### src/hw/rtl/qalu_pkg.sv
// Shared types and default sizes for the quaternion arithmetic unit.
`timescale 1ns / 1ps
`default_nettype none

package qalu_pkg;

	localparam int COMP_WIDTH = 16;
	localparam int FRAC_BITS  = 14;

	typedef enum logic [2:0] {
		FN_ADD   = 3'd0,
		FN_SUB   = 3'd1,
		FN_MUL   = 3'd2,
		FN_CONJ  = 3'd3,
		FN_SCALE = 3'd4,
		FN_NORM  = 3'd5
	} func_t;

	// decoded operation, travels down the pipe with its word
	typedef struct packed {
		logic is_lin;
		logic is_mul;
		logic is_scale;
		logic is_norm;
	} op_sel_t;

endpackage

`default_nettype wire

### src/hw/rtl/qalu_sqrt.sv
// Pipelined integer square root, one root bit per stage, with a side tag.
`timescale 1ns / 1ps
`default_nettype none

module qalu_sqrt #(
	parameter int RW = 2 * qalu_pkg::COMP_WIDTH + 2,
	parameter int TW = 4 * qalu_pkg::COMP_WIDTH + 2
) (
	input  logic            clk,
	input  logic            arst_n,
	input  logic            en,
	input  logic            in_valid,
	input  logic [RW-1:0]   in_rad,
	input  logic [TW-1:0]   in_tag,
	output logic            out_valid,
	output logic [RW/2-1:0] out_root,
	output logic [TW-1:0]   out_tag
);

	localparam int QW = RW / 2;
	localparam int NS = QW;
	localparam int EW = QW + 2;

	logic          v_s    [NS];
	logic [RW-1:0] rad_s  [NS];
	logic [EW-1:0] rem_s  [NS];
	logic [QW-1:0] root_s [NS];
	logic [TW-1:0] tag_s  [NS];

	logic [RW-1:0] src_rad  [NS];
	logic [EW-1:0] src_rem  [NS];
	logic [QW-1:0] src_root [NS];
	logic [TW-1:0] src_tag  [NS];
	logic [EW+1:0] shv      [NS];
	logic [EW+1:0] trial    [NS];
	logic [EW+1:0] diff     [NS];
	logic [RW-1:0] rad_n    [NS];
	logic [EW-1:0] rem_n    [NS];
	logic [QW-1:0] root_n   [NS];

	always_comb begin
		for (int k = 0; k < NS; k++) begin
			if (k == 0) begin
				src_rad[k]  = in_rad;
				src_rem[k]  = '0;
				src_root[k] = '0;
				src_tag[k]  = in_tag;
			end else begin
				src_rad[k]  = rad_s[k-1];
				src_rem[k]  = rem_s[k-1];
				src_root[k] = root_s[k-1];
				src_tag[k]  = tag_s[k-1];
			end
			// bring down the next two radicand bits, try root*4+1
			shv[k]   = {src_rem[k], src_rad[k][RW-1 -: 2]};
			trial[k] = {2'b00, src_root[k], 2'b01};
			diff[k]  = shv[k] - trial[k];
			if (shv[k] >= trial[k]) begin
				rem_n[k]  = diff[k][EW-1:0];
				root_n[k] = {src_root[k][QW-2:0], 1'b1};
			end else begin
				rem_n[k]  = shv[k][EW-1:0];
				root_n[k] = {src_root[k][QW-2:0], 1'b0};
			end
			rad_n[k] = src_rad[k] << 2;
		end
	end

	always_ff @(posedge clk or negedge arst_n) begin
		if (!arst_n) begin
			for (int k = 0; k < NS; k++) begin
				v_s[k] <= 1'b0;
			end
		end else if (en) begin
			v_s[0] <= in_valid;
			for (int k = 1; k < NS; k++) begin
				v_s[k] <= v_s[k-1];
			end
		end
	end

	always_ff @(posedge clk) begin
		if (en) begin
			for (int k = 0; k < NS; k++) begin
				rad_s[k]  <= rad_n[k];
				rem_s[k]  <= rem_n[k];
				root_s[k] <= root_n[k];
				tag_s[k]  <= src_tag[k];
			end
		end
	end

	assign out_valid = v_s[NS-1];
	assign out_root  = root_s[NS-1];
	assign out_tag   = tag_s[NS-1];

endmodule

`default_nettype wire
### config.mk
export PLATFORM = sky130hd
export DESIGN_NAME = qalu_sqrt
export DESIGN_NICKNAME = d
export VERILOG_FILES = /design/src/hw/rtl/qalu_pkg.sv /design/src/hw/rtl/qalu_sqrt.sv
export SDC_FILE = /design/constraint.sdc
export NUM_CORES = 2
export LEC_CHECK = 0
export ABC_AREA = 1
export ABC_CLOCK_PERIOD_IN_PS = 6300
export BUFFER_PORTS_ARGS = -buffer_cell sky130_fd_sc_hd__buf_2
export CORE_UTILIZATION = 67
export CTS_CLUSTER_SIZE = 24
export DETAILED_ROUTE_END_ITERATION = 8
export PLACE_DENSITY = 0.85
export SETUP_SLACK_MARGIN = 0.1
export SLEW_MARGIN = 20
export SYNTH_ARGS = -nofsm -noshare
export SYNTH_HDL_FRONTEND = slang
export SYNTH_SLANG_ARGS = --single-unit
### constraint.sdc
create_clock -name clk -period 6.3 [get_ports clk]
set_input_delay 1.89 -clock clk [delete_from_list [all_inputs] [get_ports clk]]
set_output_delay 1.89 -clock clk [all_outputs]
set_load 0.005 [all_outputs]
==> results.yml <==
cts:
  cts.hold.buffers_added: 0
  clockBufferDepth: 3
  cts.htree.levels: 4
  post_cts_buffers: 0
  cts_buffers: 171
  clock_latency_ns: 0.80
  cts_root_buf: "sky130_fd_sc_hd__clkbuf_16"
  cts_tree: "built"
  cts_resized: 0
  clk_pin_slew_worst_paths_ns: 0.06
  tritoncts_num_sinks: 1846
synthesis:
  ys_warn_count: 0
  synth_enable_flop_cells: 1829
  postSynthAreaPerCell_sq_um: 13.8
  synth_compound_gate_area_share: 0.0236
  ys_ff_latch: 1846
  syn_nets: 5469
  synth_largest_area_cell: "sky130_fd_sc_hd__edfxtp_1"
  seq_area_frac_synth: 0.773
  proportion_of_synthesized_area_in_mux_cells: 0.000157
  dominant_combinational_cell_family_by_area_after_synthesis: "simple AND/OR/NAND/NOR gates"
  synthesized_netlist_cell_count: 5194
  synth_simple_gate_area_frac: 0.120
  netlist_top_cells_area: "sky130_fd_sc_hd__edfxtp_1 (77%), sky130_fd_sc_hd__nand2_1 (6.8%), sky130_fd_sc_hd__inv_1 (3.4%), sky130_fd_sc_hd__ha_1 (3.0%), sky130_fd_sc_hd__nor2_1 (1.8%)"
  ys_types: 49
  post_synth_fa_ha_maj_area_fraction: 0.0299
  mapped_area_sq_mm: 0.0716
  synthArstFlopShare: 0.00921
  xor_xnor_cell_area_share_of_the_yosys_netlist: 0.0150
  synth_top_area_share: 0.767
  ys_dominant_reg_cell: "sky130_fd_sc_hd__edfxtp_1"
hold_path:
  hold_path.startpoint: "tag_s[0][65]$_DFFE_PP_"
  hold_crit_class: "reg2reg"
floorplanning:
  die_area_sq_mm: 0.108
  rows: 119
  placeableCoreArea_sq_mm: 0.106
  design.portCount: 188
  die_width_um: 329
  initial_cell_density_of_the_core: 0.678
  die_y_um: 329
global_route:
  first_global_vias: 38900
  grt_antenna_before_repair: 1
  maximum_number_of_pins_on_one_net_before_global_route_repair: 155
  grt_first_pass_wirelength_um: 210000
  grt_usage: 0.255
  globalRouteOverflowTotal: 0
sta:
  maxSlewHeadroom: 0.265
  final_hold_viol_count: 0
  final.setup.tns_ns: 0
  setup_viol: 0
  finalWorstPathRequiredPeriod_ns: 3.25
  tcrit_tclk_final: 0.515
  final_critical_path_setup_slack_ns: 3.05
  grt_setup_unrepaired: "false"
  worst_slew_pin_slew_ns: 1.10
  final.setup_skew_ns: 0.0488
  slew_violations: 0
  fmax_mhz: 308
cells_and_area:
  finalNetCount: 5829
  post_route_cells_drive_above_1_share: 0.103
  utilization: 0.761
  layout-area-overhead-vs-synth_pct: 12.1
  fillers: 6153
  finalInstanceArea_sq_mm: 0.0803
critical_path:
  endpoint_kind: "output port"
  cp-start-kind: "flip-flop"
  critical_path.cell_chain: "buf_2"
  critical_path_arrival_ns: 1.36
  crit_required_ns: 4.41
  cpLargestDelayFamily: "flip-flops"
  criticalPathCategory: "reg2out"
  crit_slowest_cell: "sky130_fd_sc_hd__edfxtp_1"
  critPathMaxFanout: 1
  critical_path.reg2reg.startpoint: "root_s[0][191]$_DFFE_PP_"
  timing.critical_path.buf_inv: 1
  cp-startpoint: "tag_s[0][1118]$_DFFE_PP_"
  slowest_delay_ns: 0.41
power_and_ir_drop:
  totalPowerFinal_mw: 28.3
  leakage_nw: 32.1
  power.density_mw_per_mm2: 353
  vdd.ir_drop.worst_mv: 0.389
routing:
  drt_pre_antenna_iters: 9
  drt-wirelength-per-cell_um: 19.4
  ant_nets: 0
  routed-via-count: 39000
  drt_wl_total_um: 137000
  route.detailed.vias_per_inst: 5.51
  drc: 22
  number_of_drc_markers_in_iteration_0: 3442
run_status:
  failed_checks: "DRC"
  status: "finished, violations left"
placement:
  post_dp_cell_area_sq_mm: 0.0745
  dp_hpwl_um: 83600
  pre_cts_slack_ns: 2.52
  place.gp.congestion: 0.929
  port_buf_inserts: 187
run:
  max_cap_viol_count: 0
## path summary, 6_finish.rpt
check                                          endpoint  slack (ns)  cells past startpoint
worst max register to register  rem_s[0][229]$_DFFE_PP_        3.48                      9
worst min-delay path            tag_s[0][131]$_DFFE_PP_        0.39                      0
min in group asynchronous            v_s[3]$_DFFE_PN0P_        1.03                      1
worst min register to register  tag_s[0][131]$_DFFE_PP_        0.39                      0
worst max-delay path                        out_tag[62]        3.05                      1
max in group asynchronous            v_s[2]$_DFFE_PN0P_        4.97                      1
## power breakdown
part / total (mW) / switching (mW) / internal (mW)
clock network: 10.6 / 4.55 / 6.07
logic: 2.61 / 1.77 / 0.840
registers: 15.1 / 0.487 / 14.6
total: 28.3 / 6.81 / 21.5
## flip-flops by register name, indices dropped and copies added, names as in the netlist
register   cells
tag_s       1122
root_s       153
out_valid      1
v_s           16
rad_s        272
rem_s        282
## per-stage QoR
| step | instances | hold slack (ns) |
|---|---|---|
| after floorplan | 5194 | 0.400 |
| after global placement | 6772 | 0.400 |
| after detailed placement | 6772 | 0.405 |
| after CTS | 7087 | 0.387 |
| after global routing | 7087 | 0.396 |
| final | 7088 | 0.393 |
## routing by layer
layer	vias up	part of all wire	GRT usage
li1	18600	-	-
met1	18700	0.38	0.309
met2	1437	0.53	0.462
met3	356	0.054	0.0379
met4	0	0.033	0.0971
met5	-	0	0
## placed cells by master (no fill, tap or decap), drive strengths merged, types with 17 or more instances in the layout
cell type  instances
a21oi            155
buf              220
bufinv            22
clkbuf           209
clkinv            72
dfrtp             17
edfxtp          1829
ha               171
inv              669
nand2           1320
nand3            230
nand3b            31
nand4             42
nor2             369
nor3              38
o21ai            127
xnor2             38
xor2              85
## synth_stat cells, types with 30 or more instances
cell type                  number
sky130_fd_sc_hd__edfxtp_1    1829
sky130_fd_sc_hd__nand2_1     1291
sky130_fd_sc_hd__inv_1        646
sky130_fd_sc_hd__nor2_1       349
sky130_fd_sc_hd__nand3_1      223
sky130_fd_sc_hd__ha_1         171
sky130_fd_sc_hd__a21oi_1      133
sky130_fd_sc_hd__o21ai_0      101
sky130_fd_sc_hd__xor2_1        85
sky130_fd_sc_hd__nand4_1       42
sky130_fd_sc_hd__xnor2_1       38
sky130_fd_sc_hd__nor3_1        36
sky130_fd_sc_hd__nand3b_1      30
## cell families after synthesis
logic type / after synthesis
simple gates: 2053
flops: 1846
buf+inv: 698
compound gates: 301
fa+ha+maj: 171
xor+xnor: 123
other cells: 1
mux: 1
## layout make-up
type / count / area (sq um) / share of cell area
flip-flops and latches: 1846 / 55300 / 0.689
well taps: 1391 / 1740 / 0.0217
clock buffers: 209 / 4540 / 0.0565
repair buffers: 220 / 1390 / 0.0173
multi-input cells: 2650 / 13500 / 0.168
diodes: 1 / 2.50 / 0.0000312
clock inverters: 106 / 1260 / 0.0157
inverters: 665 / 2500 / 0.0311
(Power assumes the default switching activity.)
